--- config.mk ---
export PLATFORM = sky130hd
export DESIGN_NAME = tunnel_packet_deframer
export DESIGN_NICKNAME = d
export VERILOG_FILES = /design/src/rtl/tpd_pkg.sv /design/src/rtl/tunnel_packet_deframer.sv /design/src/rtl/tpd_parse.sv
export SDC_FILE = /design/constraint.sdc
export NUM_CORES = 1
export LEC_CHECK = 0
export BUFFER_PORTS_ARGS = -buffer_cell sky130_fd_sc_hd__buf_2
export CAP_MARGIN = 30
export CORE_ASPECT_RATIO = 0.9
export CORE_MARGIN = 2
export CORE_UTILIZATION = 37
export DETAILED_ROUTE_END_ITERATION = 7
export SLEW_MARGIN = 15
export SYNTH_ARGS = -nofsm -noshare
export SYNTH_HDL_FRONTEND = slang
export SYNTH_HIERARCHICAL = 1
export SYNTH_SLANG_ARGS = --single-unit
--- constraint.sdc ---
create_clock -name i_clk -period 6.5 [get_ports i_clk]
set_clock_uncertainty 0.15 [all_clocks]
set_input_delay 0.65 -clock i_clk [delete_from_list [all_inputs] [get_ports i_clk]]
set_output_delay 0.65 -clock i_clk [all_outputs]
set_load 0.02 [all_outputs]
--- src/rtl/tpd_pkg.sv ---
package tpd_pkg;

    typedef enum logic [1:0] {
        PH_HEAD     = 2'd0,
        PH_PAY      = 2'd1,
        PH_ERR      = 2'd2,
        PH_HEAD_BAD = 2'd3
    } t_phase;

    typedef enum logic [1:0] {
        KIND_PAYLOAD = 2'd0,
        KIND_REPLY   = 2'd1,
        KIND_ERROR   = 2'd2
    } t_kind;

    typedef enum logic [1:0] {
        ERR_NONE    = 2'd0,
        ERR_SHORT   = 2'd1,
        ERR_BAD_HDR = 2'd2,
        ERR_LENGTH  = 2'd3
    } t_err;

    typedef struct packed {
        logic        emit;
        t_kind       kind;
        logic [7:0]  data;
        logic        last;
        t_err        code;
    } t_parse_res;

    localparam logic [7:0]  HDR_B0          = 8'h53;
    localparam logic [7:0]  HDR_B1          = 8'h54;
    localparam logic [7:0]  HDR_B2          = 8'h46;
    localparam logic [7:0]  HDR_B3          = 8'h01;
    localparam logic [2:0]  HDR_LAST_POS    = 3'd7;
    localparam logic [7:0]  TYPE_DATA       = 8'd0;
    localparam logic [7:0]  TYPE_DPD_REQ    = 8'd3;
    localparam logic [15:0] MAX_PAYLOAD_RST = 16'd2040;
    localparam logic [2:0]  REPLY_LAST_IDX  = 3'd7;

    function automatic logic [7:0] reply_byte(input logic [2:0] idx);
        logic [7:0] b;
        case (idx)
            3'd0:    b = 8'h53;
            3'd1:    b = 8'h54;
            3'd2:    b = 8'h46;
            3'd3:    b = 8'h01;
            3'd4:    b = 8'h00;
            3'd5:    b = 8'h00;
            3'd6:    b = 8'h04;
            default: b = 8'h00;
        endcase
        return b;
    endfunction

endpackage

--- src/rtl/tunnel_packet_deframer.sv ---
// A result appears on the output register in the cycle after its item is accepted.
// Throughput: one byte per cycle while o_stall is low; the header parser and output register run every cycle.
// A dead-peer-detection reply is eight output bytes; o_stall holds input off
// while the first seven of them are shown.
// Reset (synchronous, active low): parser to header phase, output empty,
// max_payload back to 2040.
module tunnel_packet_deframer (
    input  logic        i_clk,
    input  logic        i_rst_n,
    input  logic        i_valid,
    output logic        o_stall,
    input  logic [7:0]  i_rx_byte,
    input  logic        i_record_end,
    output logic        o_valid,
    input  logic        i_stall,
    output logic [1:0]  o_out_kind,
    output logic [7:0]  o_out_byte,
    output logic        o_out_last,
    output logic [1:0]  o_error_code,
    input  logic        i_cfg_valid,
    output logic        o_cfg_ready,
    input  logic [15:0] i_cfg_data
);
    import tpd_pkg::*;

    logic [15:0] r_max_payload;
    logic        r_out_valid, n_out_valid;
    t_kind       r_out_kind, n_out_kind;
    logic [7:0]  r_out_byte, n_out_byte;
    logic        r_out_last, n_out_last;
    t_err        r_out_code, n_out_code;
    logic [2:0]  r_idx, n_idx;
    logic        out_free;
    logic        burst_busy;
    logic        accept;
    t_parse_res  res;

    assign out_free   = !r_out_valid || !i_stall;
    assign burst_busy = r_out_valid && (r_out_kind == KIND_REPLY) && !r_out_last;
    assign o_stall    = !out_free || burst_busy;
    assign accept     = i_valid && !o_stall;
    assign o_cfg_ready = 1'b1;

    tpd_parse u_parse (
        .i_clk         (i_clk),
        .i_rst_n       (i_rst_n),
        .i_accept      (accept),
        .i_rx_byte     (i_rx_byte),
        .i_record_end  (i_record_end),
        .i_max_payload (r_max_payload),
        .o_res         (res)
    );

    always_comb begin
        n_out_valid = r_out_valid;
        n_out_kind  = r_out_kind;
        n_out_byte  = r_out_byte;
        n_out_last  = r_out_last;
        n_out_code  = r_out_code;
        n_idx       = r_idx;
        if (out_free) begin
            if (burst_busy) begin
                n_idx       = r_idx + 3'd1;
                n_out_valid = 1'b1;
                n_out_byte  = reply_byte(n_idx);
                n_out_last  = (n_idx == REPLY_LAST_IDX);
            end else if (res.emit) begin
                n_out_valid = 1'b1;
                n_out_kind  = res.kind;
                n_out_byte  = res.data;
                n_out_last  = res.last;
                n_out_code  = res.code;
                n_idx       = 3'd0;
            end else begin
                n_out_valid = 1'b0;
            end
        end
    end

    always_ff @(posedge i_clk) begin
        if (!i_rst_n) begin
            r_out_valid   <= 1'b0;
            r_max_payload <= MAX_PAYLOAD_RST;
        end else begin
            r_out_valid <= n_out_valid;
            if (i_cfg_valid && o_cfg_ready) begin
                r_max_payload <= i_cfg_data;
            end
        end
    end

    always_ff @(posedge i_clk) begin
        r_out_kind <= n_out_kind;
        r_out_byte <= n_out_byte;
        r_out_last <= n_out_last;
        r_out_code <= n_out_code;
        r_idx      <= n_idx;
    end

    assign o_valid      = r_out_valid;
    assign o_out_kind   = r_out_kind;
    assign o_out_byte   = r_out_byte;
    assign o_out_last   = r_out_last;
    assign o_error_code = r_out_code;

endmodule

--- src/rtl/tpd_parse.sv ---
module tpd_parse (
    input  logic                  i_clk,
    input  logic                  i_rst_n,
    input  logic                  i_accept,
    input  logic [7:0]            i_rx_byte,
    input  logic                  i_record_end,
    input  logic [15:0]           i_max_payload,
    output tpd_pkg::t_parse_res   o_res
);
    import tpd_pkg::*;

    t_phase      r_phase, n_phase;
    logic [15:0] r_pos, n_pos;
    logic [15:0] r_len, n_len;
    logic [7:0]  r_type, n_type;
    logic        hbad;
    logic        last_byte;
    t_parse_res  res;

    assign last_byte = ({1'b0, r_pos} + 17'd1) >= {1'b0, r_len};

    always_comb begin
        n_phase   = r_phase;
        n_pos     = r_pos;
        n_len     = r_len;
        n_type    = r_type;
        hbad      = (r_phase == PH_HEAD_BAD);
        res.emit  = 1'b0;
        res.kind  = KIND_PAYLOAD;
        res.data  = i_rx_byte;
        res.last  = 1'b0;
        res.code  = ERR_NONE;
        if (i_accept) begin
            case (r_phase)
                PH_HEAD, PH_HEAD_BAD: begin
                    case (r_pos[2:0])
                        3'd0:    hbad = hbad || (i_rx_byte != HDR_B0);
                        3'd1:    hbad = hbad || (i_rx_byte != HDR_B1);
                        3'd2:    hbad = hbad || (i_rx_byte != HDR_B2);
                        3'd3:    hbad = hbad || (i_rx_byte != HDR_B3);
                        3'd4:    n_len = {i_rx_byte, 8'h00};
                        3'd5:    n_len = {r_len[15:8], i_rx_byte};
                        3'd6:    n_type = i_rx_byte;
                        default: hbad = hbad || (i_rx_byte != 8'h00);
                    endcase
                    if (r_pos[2:0] != HDR_LAST_POS) begin
                        if (i_record_end) begin
                            res.emit = 1'b1;
                            res.code = ERR_SHORT;
                        end else begin
                            n_phase = hbad ? PH_HEAD_BAD : PH_HEAD;
                            n_pos   = r_pos + 16'd1;
                        end
                    end else if (hbad) begin
                        res.emit = 1'b1;
                        res.code = ERR_BAD_HDR;
                    end else if (r_len > i_max_payload) begin
                        res.emit = 1'b1;
                        res.code = ERR_LENGTH;
                    end else if (r_len == 16'd0) begin
                        if (!i_record_end) begin
                            res.emit = 1'b1;
                            res.code = ERR_LENGTH;
                        end else begin
                            n_phase = PH_HEAD;
                            n_pos   = 16'd0;
                            if (r_type == TYPE_DPD_REQ) begin
                                res.emit = 1'b1;
                                res.kind = KIND_REPLY;
                                res.data = reply_byte(3'd0);
                            end
                        end
                    end else if (i_record_end) begin
                        res.emit = 1'b1;
                        res.code = ERR_LENGTH;
                    end else begin
                        n_phase = PH_PAY;
                        n_pos   = 16'd0;
                    end
                end
                PH_PAY: begin
                    if (last_byte != i_record_end) begin
                        res.emit = 1'b1;
                        res.code = ERR_LENGTH;
                    end else if (!last_byte) begin
                        n_pos = r_pos + 16'd1;
                        if (r_type == TYPE_DATA) begin
                            res.emit = 1'b1;
                        end
                    end else begin
                        n_phase = PH_HEAD;
                        n_pos   = 16'd0;
                        if (r_type == TYPE_DATA) begin
                            res.emit = 1'b1;
                            res.last = 1'b1;
                        end else if (r_type == TYPE_DPD_REQ) begin
                            res.emit = 1'b1;
                            res.kind = KIND_REPLY;
                            res.data = reply_byte(3'd0);
                        end
                    end
                end
                default: begin
                end
            endcase
            // any error halts the parser
            if (res.code != ERR_NONE) begin
                res.kind = KIND_ERROR;
                res.data = 8'h00;
                res.last = 1'b1;
                n_phase  = PH_ERR;
                n_pos    = 16'd0;
            end
        end
    end

    assign o_res = res;

    always_ff @(posedge i_clk) begin
        if (!i_rst_n) begin
            r_phase <= PH_HEAD;
            r_pos   <= 16'd0;
            r_len   <= 16'd0;
            r_type  <= 8'd0;
        end else begin
            r_phase <= n_phase;
            r_pos   <= n_pos;
            r_len   <= n_len;
            r_type  <= n_type;
        end
    end

endmodule

Word-level counts from Yosys, hierarchy flattened
Index checks and enable logic that the tools add are counted.
{"block": "word_totals", "out_inout_bits": 16, "inputBits": 30, "reg_bits": 75}
{"block": "op_classes", "add_sub_neg": 3, "eq_ne": 28, "n_lt_le_gt_ge": 2, "n_reduce_logical": 35, "muxes": 69, "n_bitwise": 3}
{"cell": "2-to-1 mux 16 bit", "count": 10}
{"cell": "one-hot mux 16 bit (2 select lines)", "count": 2}
{"cell": "2-to-1 mux 10 bit", "count": 6}
{"cell": "2-to-1 mux 11 bit", "count": 4}
{"cell": "2-to-1 mux 2 bit", "count": 19}
{"cell": "one-hot mux 7 bit (5 select lines)", "count": 1}
{"cell": "inequality test 8 x 7 -> 1 bit, second input constant", "count": 3}
{"cell": "one-hot mux 11 bit (2 select lines)", "count": 1}
{"cell": "2-to-1 mux 1 bit", "count": 18}
{"cell": "adder 16 x 1 -> 17 bit, second input constant", "count": 1}
{"cell": "greater-or-equal comparator 17 x 16 -> 1 bit", "count": 1}
{"cell": "adder 16 x 1 -> 16 bit, second input constant", "count": 1}
{"cell": "greater-than comparator 16 bit", "count": 1}
{"cell": "zero test 16 bit", "count": 1}
{"cell": "2-to-1 mux 8 bit", "count": 2}
{"cell": "equality test 3 bit, second input constant", "count": 5}
{"cell": "2-to-1 mux 14 bit", "count": 1}
{"cell": "equality test 3 x 2 -> 1 bit, second input constant", "count": 4}
{"cell": "AND reduction 3 bit", "count": 3}
{"cell": "AND reduction 9 bit", "count": 1}
{"cell": "equality test 8 x 2 -> 1 bit, second input constant", "count": 1}
{"cell": "zero test 8 bit", "count": 1}
{"cell": "inequality test 4 bit, second input constant", "count": 2}
{"cell": "inequality test 8 x 1 -> 1 bit, second input constant", "count": 1}
{"cell": "other kinds (27)", "count": 50}

Longest topological paths before layout
Gate-level depths: netlist (run 1).
{"block": "logic_depth", "depth_word": 16, "depth_mapped": 18}

Cells and area by module
Netlist (run 1), hierarchy kept.
{"mod": "tpd_parse", "cells_per_inst": 453, "instances": 1, "area_each_um2": 3515.9, "seq_area_each_um2": 840.8}
{"mod": "tunnel_packet_deframer", "cells_per_inst": 112, "instances": 1, "area_each_um2": 1397.6, "seq_area_each_um2": 820.8}

Least setup slack after synthesis (run 1)
No wires, ideal clock.
{"block": "synth_path", "path_kind": "reg-to-reg", "start": "reg u_parse.r_pos[0]", "end": "reg r_out_byte[0], in the netlist o_out_byte[0], enable pin", "n_path_buf": 1, "setup_slack_ns": 1.864, "t_arrival_ns": 4.099, "t_required_ns": 5.963, "period_less_slack_ns": 4.636, "stages_incl_launch_ff": 17, "setup_time_ns": 0.387, "path_cell_list": "dfxtp_1 > ha_1 > nand3_1 > or4_1 > clkbuf_1 > nor2_1 > xor2_1 > ha_1 > nand3_1 > nor2_1 > a221o_1 > or4_1 > nand2_1 > a31oi_1 > a31oi_1 > inv_1 > a22oi_1"}
{"element": "start, declared", "line": "tpd_parse.sv:13", "text": "logic [15:0] r_pos, n_pos;"}
{"element": "start signal, assigned", "line": "tpd_parse.sv:127", "text": "r_pos <= n_pos;"}
{"element": "end signal, assigned", "line": "tunnel_packet_deframer.sv:94", "text": "r_out_byte <= n_out_byte;"}
{"element": "end, declared", "line": "tunnel_packet_deframer.sv:29", "text": "logic [7:0] r_out_byte, n_out_byte;"}

==> results.toml, run 1 <==
[detailed_routing]
routed_wl_microns = 12260
routed-via-count = 4211
wl_per_cell_microns = 16.03
viasPerCell = 5.505
drt_iter0_drc = 287
drt_pass1_iterations = 5
drc = 0
ant_nets = 0

[global_route]
antenna_found_initial = 0
grt.overflow.total = 0
grt_pass1_wl_microns = 20560
grtUsageTotal_pct = 18.13
grt_pass1_vias = 4056
grt_max_degree = 56

[setup_path]
cp_data_required_time_ps = 6400
cp_slowest_cell = "dfxtp_1"
cp-end-kind = "flip-flop"
arrival_ps = 5040
crit_path_frequent_cell = "nand3_1"
crit_chain = "nand3_1, nor3_1, nand3_1, nor2_1, nand3_1, xnor2_1, ha_1, nand3_1, nor2_1, a221o_1, or4_1, nand2_1, a31oi_1, a31oi_1, inv_1, a22oi_1, buf_4"
startpoint_type = "flip-flop"
critPathMaxStageDelay_ps = 570
cpLargestDelayFamily = "simple AND/OR/NAND/NOR gates"
crit_buf_inv = 2
cp_max_fo = 13
path_class = "reg -> reg"

[synth]
synthArstFlopShare_pct = 0
syn_inst = 565
syn_area_per_cell_sq_um = 8.696
syn_area_sq_mm = 0.004913
synth-edff-count = 16
synth_cell_types = 67
yosys_warnings = 6
ys_ff_latch = 75
synth_ff_type = "dfxtp_1"
syn-num-nets = 642
yosysSeqAreaShare_pct = 33.82

[finish]
synthToLayoutAreaGrowth_pct = 12.22
final_common_cell = "nand2_1"
mostFrequentLayoutCells = "63 x nand2_1, 59 x dfxtp_1, 53 x inv_1, 47 x ha_1, 44 x buf_2"
nNetsFinal = 673
drive_above_1_share_pct = 13.14
diodes = 0
final_util_pct = 42.97

[floorplan]
die_x_microns = 125.5
die_y_microns = 113.3
dieArea_sq_mm = 0.01422
core.rowCount = 39
design.core.area_sq_mm = 0.01283
io_pins = 46
start_util_pct = 38.29

[clock_network]
clockBufferDepth = 2
post_cts_buffers = 0
cts_root_buf = "clkbuf_16"
cts_resized = 0
cts_made_buffers = 9
postCtsHoldBufs = 0
cts.htree.levels = 3
cts_sinks = 75
worstSkewPairLatency_ps = 350
path_clk_slew_ps = 60
cts_tree = "built"

[placed_design]
dp_hpwl_microns = 9186
port_buffers = 44
gp_congestion = 0.8905

[timing]
relSlewSlack_pct = 52.51
final-max-slew-violation-count = 0
worst_pin_slew_ps = 708.3
hold_ws_ps = 316.2
fin_crit_ps = 5138
rsz0062_at_grt = "false"
fmax_ghz = 0.1946
setup_viol = 0
finalCritPeriodShare_pct = 79.04
hold_viol = 0
setup_tns_ps = 0

[outcome]
status = "finished clean"

[power]
p_per_area_mw_per_mm2 = 271.7
irDropWorstVdd_v = 0.0001279
leakagePower_nw = 2.316

[flow_run]
max-cap-violations = 0

[hold_path]
hp-class = "reg -> reg"
layout make-up:
cell class | instances | area [sq um]
Tap cell | 164 | 205.2
Multi-Input combinational cell | 410 | 2905
Inverter | 54 | 202.7
Sequential cell | 75 | 1662
Clock buffer | 11 | 242.7
Clock inverter | 5 | 61.31
Timing Repair Buffer | 46 | 235.2
Fill cell | 1264 | 7320
report_power, final:
part,internal [W],switching (W)
clock network,0.000309,0.000204
logic,0.000160,0.000267
registers,0.000528,0.0000295
synth_stat cells, types with 3 or more instances:
library cell	count	area [sq um]
a22o_1	12	105.1
a31oi_1	4	25.02
nand2_1	63	236.5
o21ai_1	3	15.01
nor2b_1	27	168.9
nand3_1	16	80.08
inv_1	53	198.9
a21boi_0	13	97.59
ha_1	47	588.1
and2_1	11	68.82
a21oi_1	17	85.08
dfxtp_1	59	1181
nor4_1	9	56.30
mux2i_1	20	200.2
and4_1	3	26.28
buf_6	5	56.30
nor2_1	32	120.1
edfxtp_1	16	480.5
clkbuf_1	15	56.30
a22oi_1	16	120.1
xnor2_1	7	61.31
nor3_1	10	50.05
o21ai_0	13	65.06
nand2b_1	9	56.30
nand4_1	5	31.28
or4_1	3	22.52
xor2_1	4	35.03
o41ai_2	3	48.80
o21a_1	5	37.54
o22ai_1	7	43.79
buf_2	4	20.02
a21o_1	4	30.03
and3_1	6	37.54
worst paths after layout:
path                      from           endpoint  slack [ps]  cells after the start
max           u_parse/r_pos[2]      o_out_byte[3]        1360                     17
min          u_parse/r_type[6]  u_parse/r_type[6]         320                      2
max reg2reg   u_parse/r_pos[2]      o_out_byte[3]        1360                     17
min reg2reg  u_parse/r_type[6]  u_parse/r_type[6]         320                      2
registers in the layout (all words and copies together) (netlist names):
name             count
u_parse/r_type       8
u_parse/r_phase      2
r_idx                3
r_max_payload       16
o_valid              1
u_parse/r_len       16
o_out_last           1
u_parse/r_pos       16
o_error_code         2
o_out_byte           8
o_out_kind           2
worst register-to-register path, cell delays in order (launching register included):
cell and delay (ps):
dfxtp_1 570, nand3_1 210, nor3_1 360, nand3_1 220, nor2_1 290, nand3_1 130
xnor2_1 230, ha_1 270, nand3_1 110, nor2_1 60, a221o_1 370, or4_1 540
nand2_1 160, a31oi_1 80, a31oi_1 170, inv_1 90, a22oi_1 530, buf_4 280
layer usage:
layer	vias to the layer above	track usage, %	share of wire [%]
met4	0	6.667	2.1
met3	23	5.674	6.6
li1	2063	-	-
met1	1989	24.09	47
met5	-	0	0
met2	136	27.75	44
cell families (layout without fill, tap and decap cells):
kind of cell	count (synthesis)	after routing	synth area share [%]
AOI/OAI and AO/OA	127	127	19.58
xor gates and xnor gates	12	12	2.292
adders and majority gates	47	47	11.97
buffers and inverters	80	116	7.053
DFF	75	75	33.82
muxes	21	21	4.303
other	1	1	0.07632
and+or+nand+nor	202	202	20.91
per-stage QoR:
step	instance area (sq um)	setup WS, ps	std cells	total power (W)
global route	5514	796.2	765	0.001580
detailed placement	5202	1173	748	0.0009860
floorplan	4913	1864	565	0.0008809
CTS	5507	1130	764	0.001506
global placement	5202	1327	748	0.0009759
finish	5514	1362	765	0.001498
(Power assumes the default switching activity.)
==> inputs of run 2 (changes only) <==
Clock period 6.5 ns to 4.45 ns, I/O delays scaled along.
==> results.toml, run 2 (synthesis results as in run 1) <==
[clock_network]
path_clk_slew_ps = 60
clockBufferDepth = 2
cts_root_buf = "clkbuf_16"
worstSkewPairLatency_ps = 340
cts.htree.levels = 3
cts_tree = "built"
cts_made_buffers = 9
cts_sinks = 75

[floorplan]
dieArea_sq_mm = 0.01422
die_x_microns = 125.5
design.core.area_sq_mm = 0.01283
die_y_microns = 113.3
io_pins = 46
start_util_pct = 38.29
core.rowCount = 39

[power]
leakagePower_nw = 2.408
p_per_area_mw_per_mm2 = 385.3
irDropWorstVdd_v = 0.0001814

[setup_path]
rrSetupSlack_ps = 290
cpLargestDelayFamily = "simple AND/OR/NAND/NOR gates"
startpoint_type = "flip-flop"
crit_path_frequent_cell = "ha_1"
reg2reg_depth = 14
cp.depth = 14
path_class = "reg -> reg"
crit_chain = "ha_1, nand3_1, or4_4, buf_4, xnor2_1, ha_1, nand4_1, nor2_1, a221o_1, or4b_4, a21bo_2, a211oi_4, and2b_2, a22o_1"
cp_data_required_time_ps = 4580
cp_slowest_cell = "or4b_4"
cp_max_fo = 8
rr_startpoint = "u_parse/r_pos[1]"
crit_buf_inv = 1
critPathMaxStageDelay_ps = 540
r2r-end = "u_parse/r_pos[12]"
cp-end-kind = "flip-flop"
arrival_ps = 4290

[finish]
reg_top3 = "r_max_payload: 16 flops, u_parse/r_len: 16 flops, u_parse/r_pos: 16 flops"
final_common_cell = "nand2_1"
mostFrequentLayoutCells = "62 x nand2_1, 56 x dfxtp_1, 53 x inv_1, 47 x ha_1, 44 x buf_2"
drive_above_1_share_pct = 17.56
diodes = 0
synthToLayoutAreaGrowth_pct = 16.02
postLayoutCellArea_sq_mm = 0.005700
final_util_pct = 44.42
nNetsFinal = 688

[global_route]
use_met3_pct = 4.586
antenna_found_initial = 0
grt_pass1_vias = 4077
grt_pass1_wl_microns = 20020
grt.busiest_layer = "met2"
grtUsageMet2_pct = 26.59
grt.overflow.total = 0
gr-usage-met1_pct = 23.93
grtUsageTotal_pct = 17.61
grt_max_degree = 56

[placed_design]
dp_hpwl_microns = 9220
placed_area_sq_mm = 0.005325
port_buffers = 44
gp_congestion = 0.9004

[timing]
final-max-slew-violation-count = 0
setup_tns_ps = 0
finalCritPeriodShare_pct = 93.50
fmax_ghz = 0.2403
setup_viol = 0
worst_pin_slew_ps = 745.4
rsz0062_at_grt = "false"
fin_crit_ps = 4161
relSlewSlack_pct = 50.02
hold_viol = 0
hold_ws_ps = 165.8

[flow_run]
max-cap-violations = 0

[detailed_routing]
ant_nets = 0
viasPerCell = 5.429
routed-via-count = 4229
drt_iter0_drc = 410
drc = 0
wl_per_cell_microns = 15.77
drt_pass1_iterations = 6
routed_wl_microns = 12290

[hold_path]
hp-class = "in -> reg"
min-delay-start = "i_cfg_data[7]"
hold_depth = 3
whs_endpoint = "r_max_payload[7]"

[outcome]
status = "finished clean"
[run 2: cell count changes in the layout (fill, tap and decap cells not counted), sizes merged]
cell / previous run / this run
buf: 46 / 61
clkbuf: 11 / 10
inv: 55 / 54
clkinv: 2 / 3
[run 2: how the worst max path moves through the flow]
stage,start,to
after floorplan,u_parse/r_pos[0],o_out_byte[0]
after global placement,u_parse/r_pos[1],o_out_byte[0]
after detailed placement,u_parse/r_pos[1],o_out_byte[6]
after CTS,u_parse/r_pos[1],o_out_byte[6]
after global routing,u_parse/r_pos[1],o_out_byte[5]
final,u_parse/r_pos[1],u_parse/r_pos[12]
[run 2: cell type report]
class                   count  area, sq um
clock buffers              10        229.0
inverters                  54        202.7
fillers                  1268         7133
well taps                 164        205.2
clock inverters             5        56.30
repair buffers             61        364.1
multi-input cells         410         2978
flip-flops and latches     75         1665
[run 2: repair_timing]
action	4_1_cts	5_1_grt
endpoints found under the setup margin	0	44
hold endpoints to repair	0	0
setup buffers	0	2
hold buffers	0	0
gates resized for setup	0	20
[run 2: power by group]
group	switching [W]	leakage (nW)	internal, W
sequential	0.0000386	0.632	0.000772
combinational	0.000401	1.64	0.000269
clock	0.000286	0.138	0.000430
[run 2: per-layer routing]
metal	vias up	wire, microns
met3	22	574
met1	2019	6087
met2	88	5387
met5	-	0
met4	0	236
li1	2100	-
[run 2: through the flow]
stage          cells  worst slack, ps  total power, W
2_1_floorplan    565            77.14        0.001288
3_3_place_gp     762            203.5        0.001461
3_5_place_dp     762            92.69        0.001475
4_1_cts          777            34.62        0.002199
5_1_grt          779            89.52        0.002320
6_report         779            289.3        0.002197
[run 2: worst register-to-register path: stages (launching register included)]
cell and delay (ps):
dfxtp_2 370, ha_1 170, nand3_1 100, or4_4 510, buf_4 180, xnor2_1 120, ha_1 310, nand4_1 120
nor2_1 60, a221o_1 400, or4b_4 540, a21bo_2 240, a211oi_4 340, and2b_2 310, a22o_1 180
